### src/hdl/s1tsg_pkg.sv
package s1tsg_pkg;

  localparam int unsigned NumRounds = 80;
  localparam int unsigned CfgIdxW   = 3;
  localparam int unsigned CfgDataW  = 48;

  localparam logic [63:0] LcgMul  = 64'h5d588b656c078965;
  localparam logic [63:0] LcgAdd  = 64'h0000000000269ec3;
  localparam logic [31:0] KeyBase = 32'hff2f0000;
  localparam logic [31:0] PadWord = 32'h80000000;
  localparam logic [31:0] LenWord = 32'h000001a0;
  localparam logic [31:0] OffSeq  = 32'h00000054;
  localparam logic [31:0] OffA    = 32'h000000fc;
  localparam logic [31:0] OffB    = 32'h00000148;

  localparam logic [31:0] Iv0 = 32'h67452301;
  localparam logic [31:0] Iv1 = 32'hefcdab89;
  localparam logic [31:0] Iv2 = 32'h98badcfe;
  localparam logic [31:0] Iv3 = 32'h10325476;
  localparam logic [31:0] Iv4 = 32'hc3d2e1f0;

  // Reciprocals for the time split and the weekday; all three estimates are at most one too low.
  localparam logic [15:0] RecipHour = 16'd37282;
  localparam logic [10:0] RecipMin  = 11'd1092;
  localparam logic [7:0]  RecipWeek = 8'd147;

  typedef enum logic [CfgIdxW-1:0] {
    REG_LANGUAGE = 3'd0,
    REG_VERSION  = 3'd1,
    REG_CONSOLE  = 3'd2,
    REG_VCOUNT   = 3'd3,
    REG_MAC      = 3'd4,
    REG_FRAME    = 3'd5,
    REG_STATUS   = 3'd6
  } cfg_reg_e;

  typedef struct packed {
    logic [2:0]  language;
    logic [1:0]  game_version;
    logic [1:0]  console_type;
    logic [7:0]  vcount;
    logic [47:0] mac_address;
    logic [6:0]  frame_value;
    logic [6:0]  status_value;
  } cfg_t;

  typedef struct packed {
    logic [6:0]  year_in_century;
    logic [3:0]  month_number;
    logic [4:0]  day_of_month;
    logic [16:0] second_of_day;
    logic [11:0] key_mask;
    logic [15:0] timer_value;
  } item_t;

  typedef struct packed {
    logic             vld;
    logic             ok;
    logic [31:0]      a;
    logic [31:0]      b;
    logic [31:0]      c;
    logic [31:0]      d;
    logic [31:0]      e;
    logic [15:0][31:0] w;
  } rnd_t;

  function automatic logic [31:0] bswap32(input logic [31:0] x);
    return {x[7:0], x[15:8], x[23:16], x[31:24]};
  endfunction

  function automatic logic [7:0] to_bcd(input logic [6:0] v);
    logic [17:0] p;
    logic [3:0]  t;
    logic [6:0]  u;
    p = 18'(v) * 18'd205;
    t = p[14:11];
    u = v - 7'(t) * 7'd10;
    return {t, u[3:0]};
  endfunction

  // Days before the month, modulo 7, for a common year.
  function automatic logic [2:0] month_off(input logic [3:0] m);
    logic [2:0] r;
    unique case (m)
      4'd2:    r = 3'd3;
      4'd3:    r = 3'd3;
      4'd4:    r = 3'd6;
      4'd5:    r = 3'd1;
      4'd6:    r = 3'd4;
      4'd7:    r = 3'd6;
      4'd8:    r = 3'd2;
      4'd9:    r = 3'd5;
      4'd11:   r = 3'd3;
      4'd12:   r = 3'd5;
      default: r = 3'd0;
    endcase
    return r;
  endfunction

  function automatic logic [4:0] month_len(input logic [3:0] m, input logic leap);
    logic [4:0] r;
    unique case (m)
      4'd2:    r = leap ? 5'd29 : 5'd28;
      4'd4, 4'd6, 4'd9, 4'd11: r = 5'd30;
      default: r = 5'd31;
    endcase
    return r;
  endfunction

  function automatic logic [31:0] base_word(input logic alt, input logic [2:0] lang,
                                            input logic [1:0] ver);
    logic [127:0] row;
    if (!alt) begin
      unique case (lang)
        3'd0:    row = {32'h02200050, 32'h02200010, 32'h022160d0, 32'h022160b0};
        3'd1:    row = {32'h021ffff0, 32'h021fffd0, 32'h02216070, 32'h02216070};
        3'd2:    row = {32'h02200050, 32'h02200030, 32'h02216050, 32'h02216030};
        3'd3:    row = {32'h021fff50, 32'h021fff10, 32'h02215fd0, 32'h02215fb0};
        3'd4:    row = {32'h021fff70, 32'h021fff50, 32'h02216010, 32'h02215ff0};
        3'd5:    row = {32'h021ff9d0, 32'h021ff9b0, 32'h02215f30, 32'h02215f10};
        default: row = {32'h02200770, 32'h02200750, 32'h022167b0, 32'h022167b0};
      endcase
    end else begin
      unique case (lang)
        3'd0:    row = {32'h027a5e90, 32'h027a5f70, 32'h027601b0, 32'h02760190};
        3'd1:    row = {32'h027a5fb0, 32'h027a6070, 32'h027601f0, 32'h027601f0};
        3'd2:    row = {32'h027a5ef0, 32'h027a5f90, 32'h02760250, 32'h02760230};
        3'd3:    row = {32'h027a5ed0, 32'h027a5f70, 32'h027601d0, 32'h027601d0};
        3'd4:    row = {32'h027a6010, 32'h027a6110, 32'h027602f0, 32'h027602f0};
        3'd5:    row = {32'h027aa5f0, 32'h027aa730, 32'h02761150, 32'h02761150};
        default: row = {32'h027a57b0, 32'h02200770, 32'h02761150, 32'h02761150};
      endcase
    end
    return row[ver*32 +: 32];
  endfunction

  function automatic logic [31:0] seq0_word(input logic [2:0] lang, input logic hi);
    logic [63:0] row;
    unique case (lang)
      3'd0:    row = {32'h0209af28, 32'h0209aee8};
      3'd1:    row = {32'h0209aec8, 32'h0209aea8};
      3'd2:    row = {32'h0209af28, 32'h0209af08};
      3'd3:    row = {32'h0209ae28, 32'h0209ade8};
      3'd4:    row = {32'h0209ae48, 32'h0209ae28};
      3'd5:    row = {32'h0209a8fc, 32'h0209a8dc};
      default: row = {32'h0209b62c, 32'h0209b60c};
    endcase
    return hi ? row[63:32] : row[31:0];
  endfunction

  function automatic logic [31:0] seq1_word(input logic [2:0] lang, input logic hi);
    logic [63:0] row;
    unique case (lang)
      3'd0:    row = {32'h02039e15, 32'h02039de9};
      3'd1:    row = {32'h02039de5, 32'h02039db9};
      3'd2:    row = {32'h02039e25, 32'h02039df9};
      3'd3:    row = {32'h02039d95, 32'h02039d69};
      3'd4:    row = {32'h02039d95, 32'h02039d69};
      3'd5:    row = {32'h02039af5, 32'h02039ac9};
      default: row = {32'h0203a501, 32'h0203a4d5};
    endcase
    return hi ? row[63:32] : row[31:0];
  endfunction

endpackage

### src/hdl/s1tsg_msg.sv
module s1tsg_msg
  import s1tsg_pkg::*;
(
  input  logic  clk_i,
  input  logic  rst_ni,
  input  logic  en_i,
  input  logic  vld_i,
  input  item_t item_i,
  input  cfg_t  cfg_i,
  output rnd_t  rnd_o
);

  // Four stages: hour estimate, hour correction, minute estimate, message assembly.
  logic        v1_q, v2_q, v3_q;
  item_t       it1_q, it2_q, it3_q;
  logic [32:0] hprod_q;
  logic [5:0]  hour2_q, hour3_q;
  logic [11:0] rem2_q, rem3_q;
  logic [22:0] mprod_q;
  rnd_t        rnd_q;

  logic [5:0]  h_est;
  logic [16:0] h_rem;
  logic [5:0]  hour_d;
  logic [11:0] rem_d;
  logic [5:0]  m_est;
  logic [11:0] s_rem;
  logic [5:0]  min_v;
  logic [5:0]  sec_v;
  logic        leap, ok;
  logic [7:0]  wk_sum;
  logic [15:0] wk_prod;
  logic [7:0]  wk_rem;
  logic [2:0]  dow;
  logic [31:0] base, key, w9;
  logic [1:0]  ver;
  rnd_t        rnd_d;

  always_comb begin
    h_est = hprod_q[32:27];
    h_rem = it1_q.second_of_day - 17'(h_est) * 17'd3600;
    if (h_rem >= 17'd3600) begin
      hour_d = h_est + 6'd1;
      rem_d  = 12'(h_rem - 17'd3600);
    end else begin
      hour_d = h_est;
      rem_d  = h_rem[11:0];
    end
  end

  always_comb begin
    m_est = mprod_q[21:16];
    s_rem = rem3_q - 12'(m_est) * 12'd60;
    if (s_rem >= 12'd60) begin
      min_v = m_est + 6'd1;
      sec_v = 6'(s_rem - 12'd60);
    end else begin
      min_v = m_est;
      sec_v = s_rem[5:0];
    end

    leap = (it3_q.year_in_century[1:0] == 2'd0);
    ok   = (it3_q.year_in_century <= 7'd99) && (it3_q.month_number >= 4'd1) &&
           (it3_q.month_number <= 4'd12) && (it3_q.day_of_month >= 5'd1) &&
           (it3_q.day_of_month <= month_len(it3_q.month_number, leap));

    // Weekday counted from a Saturday at the start of the century.
    wk_sum  = 8'd5 + 8'(it3_q.year_in_century) + 8'((it3_q.year_in_century + 7'd3) >> 2) +
              8'(month_off(it3_q.month_number)) +
              8'(leap && (it3_q.month_number > 4'd2)) + 8'(it3_q.day_of_month);
    wk_prod = 16'(wk_sum) * 16'(RecipWeek);
    wk_rem  = wk_sum - 8'(wk_prod[15:10]) * 8'd7;
    dow     = (wk_rem >= 8'd7) ? 3'(wk_rem - 8'd7) : wk_rem[2:0];

    key = KeyBase - ({cfg_i.language[0] & 1'b0, 31'd0} |
          ({it3_q.key_mask[11:4], 24'd0} + {12'd0, it3_q.key_mask[3:0], 16'd0}));

    w9 = {to_bcd(7'(hour3_q)), to_bcd(7'(min_v)), to_bcd(7'(sec_v)), 8'd0};
    if (hour3_q >= 6'd12) begin
      w9[30] = 1'b1;
    end
    if ((it3_q.second_of_day >= 17'd43200) && (cfg_i.console_type == 2'd2)) begin
      w9[30] = ~w9[30];
    end

    ver  = cfg_i.game_version;
    base = base_word(cfg_i.console_type != 2'd0, cfg_i.language, ver);

    rnd_d     = '0;
    rnd_d.vld = v3_q;
    rnd_d.ok  = ok;
    rnd_d.a   = Iv0;
    rnd_d.b   = Iv1;
    rnd_d.c   = Iv2;
    rnd_d.d   = Iv3;
    rnd_d.e   = Iv4;
    if (ver[1]) begin
      rnd_d.w[0] = bswap32(seq0_word(cfg_i.language, ver[0]));
      rnd_d.w[1] = bswap32(seq1_word(cfg_i.language, ver[0]));
      rnd_d.w[2] = bswap32(base);
      rnd_d.w[3] = bswap32(base + OffSeq);
      rnd_d.w[4] = bswap32(base + OffSeq);
    end else begin
      rnd_d.w[0] = bswap32(base);
      rnd_d.w[1] = bswap32(base + OffA);
      rnd_d.w[2] = bswap32(base + OffA);
      rnd_d.w[3] = bswap32(base + OffB);
      rnd_d.w[4] = bswap32(base + OffB);
    end
    rnd_d.w[5]  = bswap32({cfg_i.vcount, it3_q.timer_value});
    rnd_d.w[6]  = {16'd0, cfg_i.mac_address[15:0]};
    rnd_d.w[7]  = cfg_i.mac_address[47:16] ^ {1'b0, cfg_i.frame_value, 24'd0} ^
                  {25'd0, cfg_i.status_value};
    rnd_d.w[8]  = {to_bcd(it3_q.year_in_century), to_bcd({3'd0, it3_q.month_number}),
                   to_bcd({2'd0, it3_q.day_of_month}), 5'd0, dow};
    rnd_d.w[9]  = w9;
    rnd_d.w[12] = key;
    rnd_d.w[13] = PadWord;
    rnd_d.w[15] = LenWord;
  end

  always_ff @(posedge clk_i or negedge rst_ni) begin
    if (!rst_ni) begin
      v1_q  <= 1'b0;
      v2_q  <= 1'b0;
      v3_q  <= 1'b0;
      rnd_q <= '0;
    end else if (en_i) begin
      v1_q  <= vld_i;
      v2_q  <= v1_q;
      v3_q  <= v2_q;
      rnd_q <= rnd_d;
    end
  end

  always_ff @(posedge clk_i) begin
    if (en_i) begin
      it1_q   <= item_i;
      hprod_q <= 33'(item_i.second_of_day) * 33'(RecipHour);
      it2_q   <= it1_q;
      hour2_q <= hour_d;
      rem2_q  <= rem_d;
      it3_q   <= it2_q;
      hour3_q <= hour2_q;
      rem3_q  <= rem2_q;
      mprod_q <= 23'(rem2_q) * 23'(RecipMin);
    end
  end

  assign rnd_o = rnd_q;

endmodule

### config.mk
export PLATFORM = sky130hd
export DESIGN_NAME = s1tsg_msg
export DESIGN_NICKNAME = d
export VERILOG_FILES = /design/src/hdl/s1tsg_pkg.sv /design/src/hdl/s1tsg_msg.sv
export SDC_FILE = /design/constraint.sdc
export NUM_CORES = 1
export LEC_CHECK = 0
export BUFFER_PORTS_ARGS = -buffer_cell sky130_fd_sc_hd__buf_4
export CAP_MARGIN = 20
export CORE_AREA = 2 2 422 319
export CTS_BUF_LIST = sky130_fd_sc_hd__clkbuf_4 sky130_fd_sc_hd__clkbuf_8
export CTS_CLUSTER_SIZE = 12
export DETAILED_ROUTE_END_ITERATION = 10
export DIE_AREA = 0 0 424 321
export PLACE_DENSITY = 0.43
export SLEW_MARGIN = 40
export SYNTH_ARGS = -nofsm -noshare
export SYNTH_HDL_FRONTEND = slang
export SYNTH_SLANG_ARGS = --single-unit
export TNS_END_PERCENT = 5
### constraint.sdc
create_clock -name clk_i -period 15.2 [get_ports clk_i]
set_clock_uncertainty 0.05 [all_clocks]
set_input_delay 2.28 -clock clk_i [delete_from_list [all_inputs] [get_ports clk_i]]
set_output_delay 2.28 -clock clk_i [all_outputs]
set_load 0.01 [all_outputs]
# After elaboration in Yosys (flattened, before gate mapping)
# Memories as Yosys holds them, arrays and structs flattened. A register that Yosys moved wholly into a read port is not among the register bits.
# Index checks and enable logic that the tools add are counted.
dict set report totals {
  output_inout_bits 674
  wordCells 144
  rom_bits 48
  mem_count 1
  input_bits 142
  regBits 588
}
dict set report classes {
  reduce_logical 11
  order_cmp 11
  mul 18
  addsub 25
  n_mux 18
  n_shift 1
  eq_ne 11
  n_bitwise 3
}
# name depth width read_ports rd_clocked_by_memory_dff write_ports line
set memory_table {}
lappend memory_table {{(no name shown)} 16 3 1 1 0 s1tsg_pkg.sv:84} ;# unique case (m)
# cell count
set ops {}
lappend ops {{case mux 118 bit (6 select lines)} 1}
lappend ops {{case mux 112 bit (6 select lines)} 1}
lappend ops {{case mux 45 bit (6 select lines)} 1}
lappend ops {{case mux 46 bit (5 select lines)} 1}
lappend ops {{two-way mux 160 bit} 1}
lappend ops {{two-way mux 128 bit} 1}
lappend ops {{indexed part select 128 x 8 -> 32 bit} 1}
lappend ops {{two-way mux 32 bit} 2}
lappend ops {{multiplier 6 x 8 -> 14 bit, second input constant} 3}
lappend ops {{adder 32 x 20 -> 32 bit} 1}
lappend ops {{adder 32 x 7 -> 32 bit, second input constant} 1}
lappend ops {{adder 32 x 8 -> 32 bit, second input constant} 1}
lappend ops {{adder 32 x 9 -> 32 bit, second input constant} 1}
lappend ops {{multiplier 17 x 15 -> 32 bit, second input constant} 1}
lappend ops {{subtractor 32 bit, first input constant} 1}
lappend ops {{XOR 32 x 31 -> 32 bit} 1}
lappend ops {{XOR 32 x 7 -> 32 bit} 1}
lappend ops {{subtractor 4 bit} 6}
lappend ops {{multiplier 12 x 9 -> 20 bit, second input constant} 1}
lappend ops {{two-way mux 6 bit} 3}
lappend ops {{>= comparator 17 x 12 -> 1 bit, second input constant} 1}
lappend ops {{>= comparator 17 x 16 -> 1 bit, second input constant} 1}
lappend ops {{subtractor 17 bit} 1}
lappend ops {{multiplier 8 x 8 -> 16 bit, second input constant} 1}
lappend ops {{50 further kinds} 64}

# Logic depth before layout (Yosys ltp)
# Gate-level depths: netlist of the first run.
dict set report logic_depth {
  depth_word 10
  depth_mapped 45
  ltp_nobuf 45
}

# Worst setup path before layout of the first run
# OpenSTA, ideal clock, no wires.
dict set report synth_path {
  path_type {register -> register}
  start {reg it3_q[56] (netlist bit)}
  end {reg rnd_q (netlist bit rnd_o[258])}
  path_stages_with_launch 37
  t_arrival_ns 9.157
  period_less_slack_ns 9.289
  setup_ns 0.082
  path_buffers 0
  path_slack_ns 5.911
  required_time_ns 15.068
  path_cell_list {edfxtp_1 ha_1 inv_1 nand2_1 xnor2_1 fa_1 inv_1 fa_1 fa_1 inv_1 fa_1 inv_1 a21oi_1 o21bai_1 xnor2_1 inv_1 ha_1 ha_1 fa_1 ha_1 a2111oi_0 o31ai_1 a21o_1 a211oi_2 xnor2_1 xnor2_1 ha_1 mux4_2 ha_1 ha_1 a2111oi_0 a22oi_1 a41oi_1 xnor2_1 a211oi_2 or3b_2 a31oi_1}
}
dict set report synth_between {
  elab_chain_len 10
  word_cells_on_any_way 12
  classes_between {add/sub: 8; mul: 2; order compare: 1; mux: 1}
}
# item line
set synth_rtl {}
lappend synth_rtl {{from (decl)} s1tsg_msg.sv:15} ;# item_t it1_q, it2_q, it3_q;
lappend synth_rtl {{from (signal assigned)} s1tsg_msg.sv:143} ;# it3_q <= it2_q;
lappend synth_rtl {{adder 7 x 2 -> 8 bit or adder 3 x 7 -> 8 bit (tied branches)} s1tsg_msg.sv:68} ;# wk_sum = 8'd5 + 8'(it3_q.year_in_century) + 8'((it3_q.year_in_century + 7'd3) >> 2) +
lappend synth_rtl {{adder 8 x 6 -> 8 bit *} s1tsg_msg.sv:68}
lappend synth_rtl {{adder 8 x 3 -> 8 bit *} s1tsg_msg.sv:68}
lappend synth_rtl {{adder 8 x 1 -> 8 bit *} s1tsg_msg.sv:69} ;# 8'(month_off(it3_q.month_number)) +
lappend synth_rtl {{adder 8 x 5 -> 8 bit *} s1tsg_msg.sv:70} ;# 8'(leap && (it3_q.month_number > 4'd2)) + 8'(it3_q.day_of_month);
lappend synth_rtl {{multiplier 8 x 8 -> 16 bit} s1tsg_msg.sv:71} ;# wk_prod = 16'(wk_sum) * 16'(RecipWeek);
lappend synth_rtl {{multiplier 6 x 3 -> 8 bit} s1tsg_msg.sv:72} ;# wk_rem = wk_sum - 8'(wk_prod[15:10]) * 8'd7;
lappend synth_rtl {{subtractor 8 bit *} s1tsg_msg.sv:72}
lappend synth_rtl {{>= comparator 8 x 3 -> 1 bit or subtractor 3 bit (tied branches)} s1tsg_msg.sv:73} ;# dow = (wk_rem >= 8'd7) ? 3'(wk_rem - 8'd7) : wk_rem[2:0];
lappend synth_rtl {{two-way mux 3 bit *} s1tsg_msg.sv:73}
lappend synth_rtl {{to (signal assigned)} s1tsg_msg.sv:132} ;# rnd_q <= rnd_d;
lappend synth_rtl {{to (decl)} s1tsg_msg.sv:20} ;# rnd_t rnd_q;
# Every way passes the cells marked *; elsewhere a longest branch is shown, timed or not.
# A chain may end at the register's enable or synchronous reset.

# Worst setup path in the final report of the first run
# Same ends and word-level chain as after synthesis.

==> impl_summary.log, run 1 <==
INFO  metric status = finished, final reports clean
INFO  metric timing.max_slew.rel_slack = 45.2%
INFO  metric core.rowCount = 116
INFO  metric vias_per_cell = 3.92
INFO  metric netlist_instances = 3024
INFO  metric rrSetupSlack = 4870 ps
INFO  metric drv_slew = 0
INFO  metric max_cap_violations = 0
INFO  metric grt_antenna_before_repair = 2
INFO  metric clock_sink_total = 436
INFO  metric areaGrowthSynthToFinish = 16.3%
INFO  metric drt-wirelength-per-cell = 14.7 µm
INFO  metric avgSynthCellArea = 10.8 µm²
INFO  metric fin_setup_tns = 0 ps
INFO  metric cp_common_cell = sky130_fd_sc_hd__ha_1
INFO  metric gpl_wtd_cong = 0.787
INFO  metric finalWirelength = 77.0 mm
INFO  metric grt_pass1_wl = 118 mm
INFO  metric path_clk_slew = 60 ps
INFO  metric grt_pass1_vias = 20.0k
INFO  metric clk-insertion-delay-late = 720 ps
INFO  metric ant_nets = 0
INFO  metric io_buffers = 471
INFO  metric final.period_utilization = 68.0%
INFO  metric drt_first_iter_violations = 1061
INFO  metric cts_post_setup_buffers_inserted = 0
INFO  metric level_count_of_the_clock_h_tree = 3
INFO  metric max_clock_freq = 96.8 MHz
INFO  metric dp_hpwl = 59.1 mm
INFO  metric postSynth.asyncResetShare = 49.1%
INFO  metric synth_area = 32800 µm²
INFO  metric min-delay-path-class = register to register
INFO  metric rsz0062_at_grt = no
INFO  metric timing.final.setup_violations = 0
INFO  metric worstPathArrival = 10890 ps
INFO  metric vias = 20.6k
INFO  metric synth.ff_latch_count = 436
INFO  metric ios = 816
INFO  metric max-clock-path-buffers = 3
INFO  metric die_width = 424 µm
INFO  metric largest_net_degree_at_the_start_of_global_routing = 158
INFO  metric synth.yosys.seq_area_share = 36.6%
INFO  metric floorplan.die_area = 136000 µm²
INFO  metric report.final.hold_viol_count = 0
INFO  metric synth_cell_types = 89
INFO  metric drt_pass1_iterations = 5
INFO  metric die_y = 321 µm
INFO  metric synth-edff-count = 219
INFO  metric worst_path_required = 15760 ps
INFO  metric largest_fanout_of_any_net_on_the_critical_path = 9
INFO  metric overall_fraction_of_global_route_tracks_in_use = 11.0%
INFO  metric criticalPathCategory = register to register
INFO  metric cts_root_buf = sky130_fd_sc_hd__clkbuf_8
INFO  metric cts_tree = yes
INFO  metric drcViolationCount = 0
INFO  metric total_clock_buffers_created_by_cts = 84
INFO  metric cp-end-kind = register
INFO  metric share_of_final_layout_standard_cells_stronger_than_drive_strength_1 = 22.1%
INFO  metric cts_hold_buf = 0
INFO  metric fin_nets = 4146
INFO  metric number_of_resized_instances_in_the_post_cts_repair_step = 0
INFO  metric worst_setup_path_start_kind = register
INFO  metric worstMarginPinSlew = 823 ps
INFO  metric period_minus_slack = 10330 ps
INFO  metric initial_core_utilization = 24.8%
INFO  metric worst_path_largest_cell_delay = 560 ps
INFO  metric synthesis.yosys.warnings = 0
INFO  metric crit_path_top_delay_cell = sky130_fd_sc_hd__a211oi_2
INFO  metric ys_dominant_reg_cell = sky130_fd_sc_hd__edfxtp_1
INFO  metric grt_overflow_total = 0
INFO  metric core_footprint = 132000 µm²
-- layer usage --
layer	part of all wire, %	GRT usage (%)	vias to the layer above
met2	47	17.6	443
met1	46	15.0	9810
li1	-	-	10239
met4	2.0	2.84	0
met5	0	0	-
met3	4.6	2.26	106
-- path summary, 6_finish.rpt --
kind                                startpoint                     end  cells past startpoint
max                        it3_q[56]$_DFFE_PP_  rnd_o[258]$_DFFE_PN0P_                     37
max reg2reg                it3_q[56]$_DFFE_PP_  rnd_o[258]$_DFFE_PN0P_                     37
max in group asynchronous               rst_ni    rnd_o[1]$_DFFE_PN0P_                      3
min in group asynchronous               rst_ni  rnd_o[239]$_DFFE_PN0P_                      1
min reg2reg                it3_q[24]$_DFFE_PP_  rnd_o[412]$_DFFE_PN0P_                      1
min                        it3_q[24]$_DFFE_PP_  rnd_o[412]$_DFFE_PN0P_                      1
-- layout make-up --
type / instances / area [µm²]
Clock buffer: 122 / 1490
Sequential cell: 436 / 12000
Clock inverter: 33 / 357
Tap cell: 1770 / 2210
Antenna cell: 1 / 2.50
Inverter: 379 / 1420
Multi-Input combinational cell: 2023 / 16900
Fill cell: 13969 / 94200
Timing Repair Buffer: 486 / 3710
-- logic make-up (layout without fill, tap and decap cells) --
family / count (synthesis) / in the layout / share of synthesized area (%)
multiplexers: 135 / 135 / 4.54
XOR/XNOR: 148 / 148 / 4.06
flip-flops: 436 / 436 / 36.6
AND/OR/NAND/NOR: 374 / 374 / 5.50
buffers and inverters: 908 / 1020 / 15.8
AO/OA/AOI/OAI: 428 / 428 / 8.22
other: 1 / 345 / 0.0114
adder cells (fa/ha/maj): 594 / 594 / 25.3
-- state kept, by name, indices dropped and copies added, names as in the netlist, named ones only --
register and flops:
rem2_q 8, hprod_q 6, it3_q 59, v3_q 1, v2_q 1, mprod_q 6, hour2_q 6, rnd_o 211
it1_q 61, it2_q 59, rem3_q 8, hour3_q 6, v1_q 1
-- cell usage after synthesis, drive strengths merged (18+ instances only) --
cell,number,share of area [%]
buf,483,11
ha,477,18
inv,377,4.3
edfxtp,219,20
dfrtp,214,16
nor2,134,1.5
a21oi,125,1.9
o21ai,122,1.9
fa,117,7.1
xnor2,107,2.9
mux2,98,3.4
nand2,82,0.94
clkbuf,46,0.53
xor2,39,1.1
mux2i,36,1.1
a21o,32,0.74
nor2b,31,0.60
nand3,23,0.35
nand2b,20,0.38
nor3,18,0.27
o22ai,18,0.36
-- through the flow --
stage / utilization [%] / hold slack (ps) / worst slack, ps / instances / instance area [µm²]
6_report: 28.8 / 358 / 4870 / 5250 / 38100
5_1_grt: 28.8 / 366 / 4130 / 5250 / 38100
3_5_place_dp: 27.4 / 355 / 4920 / 5094 / 36300
2_1_floorplan: - / 350 / 5910 / 3367 / 34100
3_3_place_gp: 27.4 / 351 / 5030 / 5092 / 36200
4_1_cts: 28.8 / 362 / 4820 / 5249 / 38100
-- cell usage in the layout (no fill, tap or decap), drive strengths merged, types with 24 or more instances in the layout --
| cell type | synthesis | routed |
|---|---|---|
| nor2 | 134 | 134 |
| nand2 | 82 | 82 |
| dfrtp | 214 | 214 |
| a21oi | 125 | 125 |
| a21o | 32 | 32 |
| inv | 377 | 381 |
| buf | 483 | 486 |
| conb | 1 | 344 |
| xor2 | 39 | 39 |
| mux2 | 98 | 98 |
| xnor2 | 107 | 107 |
| edfxtp | 219 | 219 |
| clkbuf | 46 | 122 |
| o21ai | 122 | 122 |
| ha | 477 | 477 |
| mux2i | 36 | 36 |
| clkinv | 2 | 24 |
| nor2b | 31 | 31 |
| fa | 117 | 117 |
-- worst max-delay path, delay by kind of cell (launching register included) --
family,cells,cell delay (ps)
adder cells (fa/ha/maj),11,3940
multiplexers,1,510
XOR/XNOR,6,1430
flip-flops,1,540
AO/OA/AOI/OAI,13,2920
AND/OR/NAND/NOR,2,550
buffers and inverters,4,300
Power of run 1 is not shown: default switching activity piles up to over one toggle a cycle in this logic, so the estimate is an artifact.
==> run 2: changes to the inputs <==
clock period = 10.6 ns   (was 15.2 ns; I/O delays follow)
==> impl_summary.log, run 2 (same netlist as run 1, synthesis figures left out) <==
INFO  metric period_minus_slack = 9860 ps (was 10330 ps)
INFO  metric die_y = 321 µm (unchanged)
INFO  metric grt_pass1_wl = 118 mm (about the same)
INFO  metric report.final.hold_viol_count = 0 (unchanged)
INFO  metric fin_setup_tns = 0 ps (unchanged)
INFO  metric cts_root_buf = sky130_fd_sc_hd__clkbuf_8 (unchanged)
INFO  metric grt_pass1_vias = 19.9k (was 20.0k)
INFO  metric largest_register_ffs = 211 (unchanged)
INFO  metric grt_antenna_before_repair = 0 (was 2)
INFO  metric cts_tree = yes (unchanged)
INFO  metric vias_per_cell = 3.94 (was 3.92)
INFO  metric largest_net_degree_at_the_start_of_global_routing = 177 (was 158)
INFO  metric clock_sink_total = 436 (unchanged)
INFO  metric timing.final.setup_violations = 0 (unchanged)
INFO  metric level_count_of_the_clock_h_tree = 3 (unchanged)
INFO  metric drt_pass1_iterations = 5 (unchanged)
INFO  metric share_of_final_layout_standard_cells_stronger_than_drive_strength_1 = 22.3% (was 22.1%)
INFO  metric min-delay-path-class = register to register (unchanged)
INFO  metric rsz0062_at_grt = no (unchanged)
INFO  metric crit_path_top_delay_cell = sky130_fd_sc_hd__fa_1 (was sky130_fd_sc_hd__a211oi_2)
INFO  metric most_common_library_cell_in_the_layout_ignoring_fill_and_taps = sky130_fd_sc_hd__buf_4 (was sky130_fd_sc_hd__ha_1)
INFO  metric max_clock_freq = 101 MHz (was 96.8 MHz)
INFO  metric die_width = 424 µm (unchanged)
INFO  metric max_cap_violations = 0 (unchanged)
INFO  metric total_clock_buffers_created_by_cts = 84 (unchanged)
INFO  metric overall_fraction_of_global_route_tracks_in_use = 11.0% (about the same)
INFO  metric worst_path_largest_cell_delay = 540 ps (was 560 ps)
INFO  metric io_buffers = 471 (unchanged)
INFO  metric finalWirelength = 77.3 mm (was 77.0 mm)
INFO  metric largest_fanout_of_any_net_on_the_critical_path = 5 (was 9)
INFO  metric dp_hpwl = 58.8 mm (was 59.1 mm)
INFO  metric core_footprint = 132000 µm² (unchanged)
INFO  metric drt_first_iter_violations = 956 (was 1061)
INFO  metric cp_common_cell = sky130_fd_sc_hd__ha_1 (unchanged)
INFO  metric areaGrowthSynthToFinish = 16.3% (about the same)
INFO  metric path_clk_slew = 70 ps (was 60 ps)
INFO  metric worst_path_required = 11140 ps (was 15760 ps)
INFO  metric cts_hold_buf = 0 (unchanged)
INFO  metric grt_overflow_total = 0 (unchanged)
INFO  metric fin_nets = 4151 (was 4146)
INFO  metric diodes = 0 (was 1)
INFO  metric initial_core_utilization = 24.8% (unchanged)
INFO  metric gpl_wtd_cong = 0.803 (was 0.787)
INFO  metric core.rowCount = 116 (unchanged)
INFO  metric worstPathArrival = 10400 ps (was 10890 ps)
INFO  metric clk-insertion-delay-late = 710 ps (was 720 ps)
INFO  metric most_used_cells_in_the_layout_excluding_fill_and_tap_cells = sky130_fd_sc_hd__buf_4, sky130_fd_sc_hd__ha_1, sky130_fd_sc_hd__inv_1, sky130_fd_sc_hd__conb_1, sky130_fd_sc_hd__edfxtp_1 (was sky130_fd_sc_hd__ha_1, sky130_fd_sc_hd__buf_4, sky130_fd_sc_hd__inv_1, sky130_fd_sc_hd__conb_1, sky130_fd_sc_hd__edfxtp_1)
INFO  metric status = finished, final reports clean (unchanged)
INFO  metric criticalPathCategory = register to register (unchanged)
INFO  metric drv_slew = 0 (unchanged)
INFO  metric final.period_utilization = 93.0% (was 68.0%)
INFO  metric worst_setup_path_start_kind = register (unchanged)
INFO  metric vias = 20.7k (was 20.6k)
INFO  metric cp-end-kind = register (unchanged)
INFO  metric timing.max_slew.rel_slack = 44.5% (was 45.2%)
INFO  metric worstMarginPinSlew = 812 ps (was 823 ps)
INFO  metric ant_nets = 0 (unchanged)
INFO  metric floorplan.die_area = 136000 µm² (unchanged)
INFO  metric max-clock-path-buffers = 3 (unchanged)
INFO  metric drcViolationCount = 0 (unchanged)
INFO  metric ios = 816 (unchanged)
INFO  metric drt-wirelength-per-cell = 14.7 µm (about the same)
[run 2: through the flow]
stage	worst slack, ps	instance area, µm²	instances	hold WS (ps)	utilization [%]
finish	743	38100	5253	361	28.8
global route	56.4	38100	5253	366	28.8
CTS	434	38000	5248	361	28.7
detailed placement	583	36300	5094	355	27.4
global placement	648	36200	5092	351	27.4
floorplan	1310	34100	3367	350	-
[run 2: critical path, delay by kind of cell, from the launching register on]
family / cells / cell delay (ps)
adder cells (fa/ha/maj): 12 / 4400
AO/OA/AOI/OAI: 12 / 2360
XOR/XNOR: 5 / 920
AND/OR/NAND/NOR: 2 / 540
multiplexers: 1 / 520
flip-flops: 1 / 470
buffers and inverters: 5 / 460
[run 2: cell type report]
type	count	area (µm²)
Inverter	379	1420
Clock buffer	115	1420
Clock inverter	39	285
Sequential cell	436	12000
Tap cell	1770	2210
Timing Repair Buffer	491	3790
Multi-Input combinational cell	2023	17000
Fill cell	13963	94200
[run 2: what timing repair did]
action	4_1_cts	5_1_grt
gates resized for setup	0	9
setup endpoints to repair	0	3
setup buffers	0	3
[run 2: worst paths after layout]
check                               startpoint                     end  slack (ps)  depth (start not counted)
min in group asynchronous               rst_ni  rnd_o[231]$_DFFE_PN0P_         740                          1
min                         it2_q[6]$_DFFE_PP_      it3_q[6]$_DFFE_PP_         360                          0
max in group asynchronous               rst_ni  rnd_o[411]$_DFFE_PN0P_        8460                          3
max reg2reg                it3_q[55]$_DFFE_PP_  rnd_o[258]$_DFFE_PN0P_         740                         37
max                        it3_q[55]$_DFFE_PP_  rnd_o[258]$_DFFE_PN0P_         740                         37
min reg2reg                 it2_q[6]$_DFFE_PP_      it3_q[6]$_DFFE_PP_         360                          0
[run 2: metal layers]
layer	GRT usage, %	vias up	wire, µm
met5	0	-	0
met4	3.45	0	1910
met3	2.06	114	3520
met2	17.3	469	35900
met1	15.1	9832	35900
li1	-	10262	-
Power of run 2 is left out for the same reason.
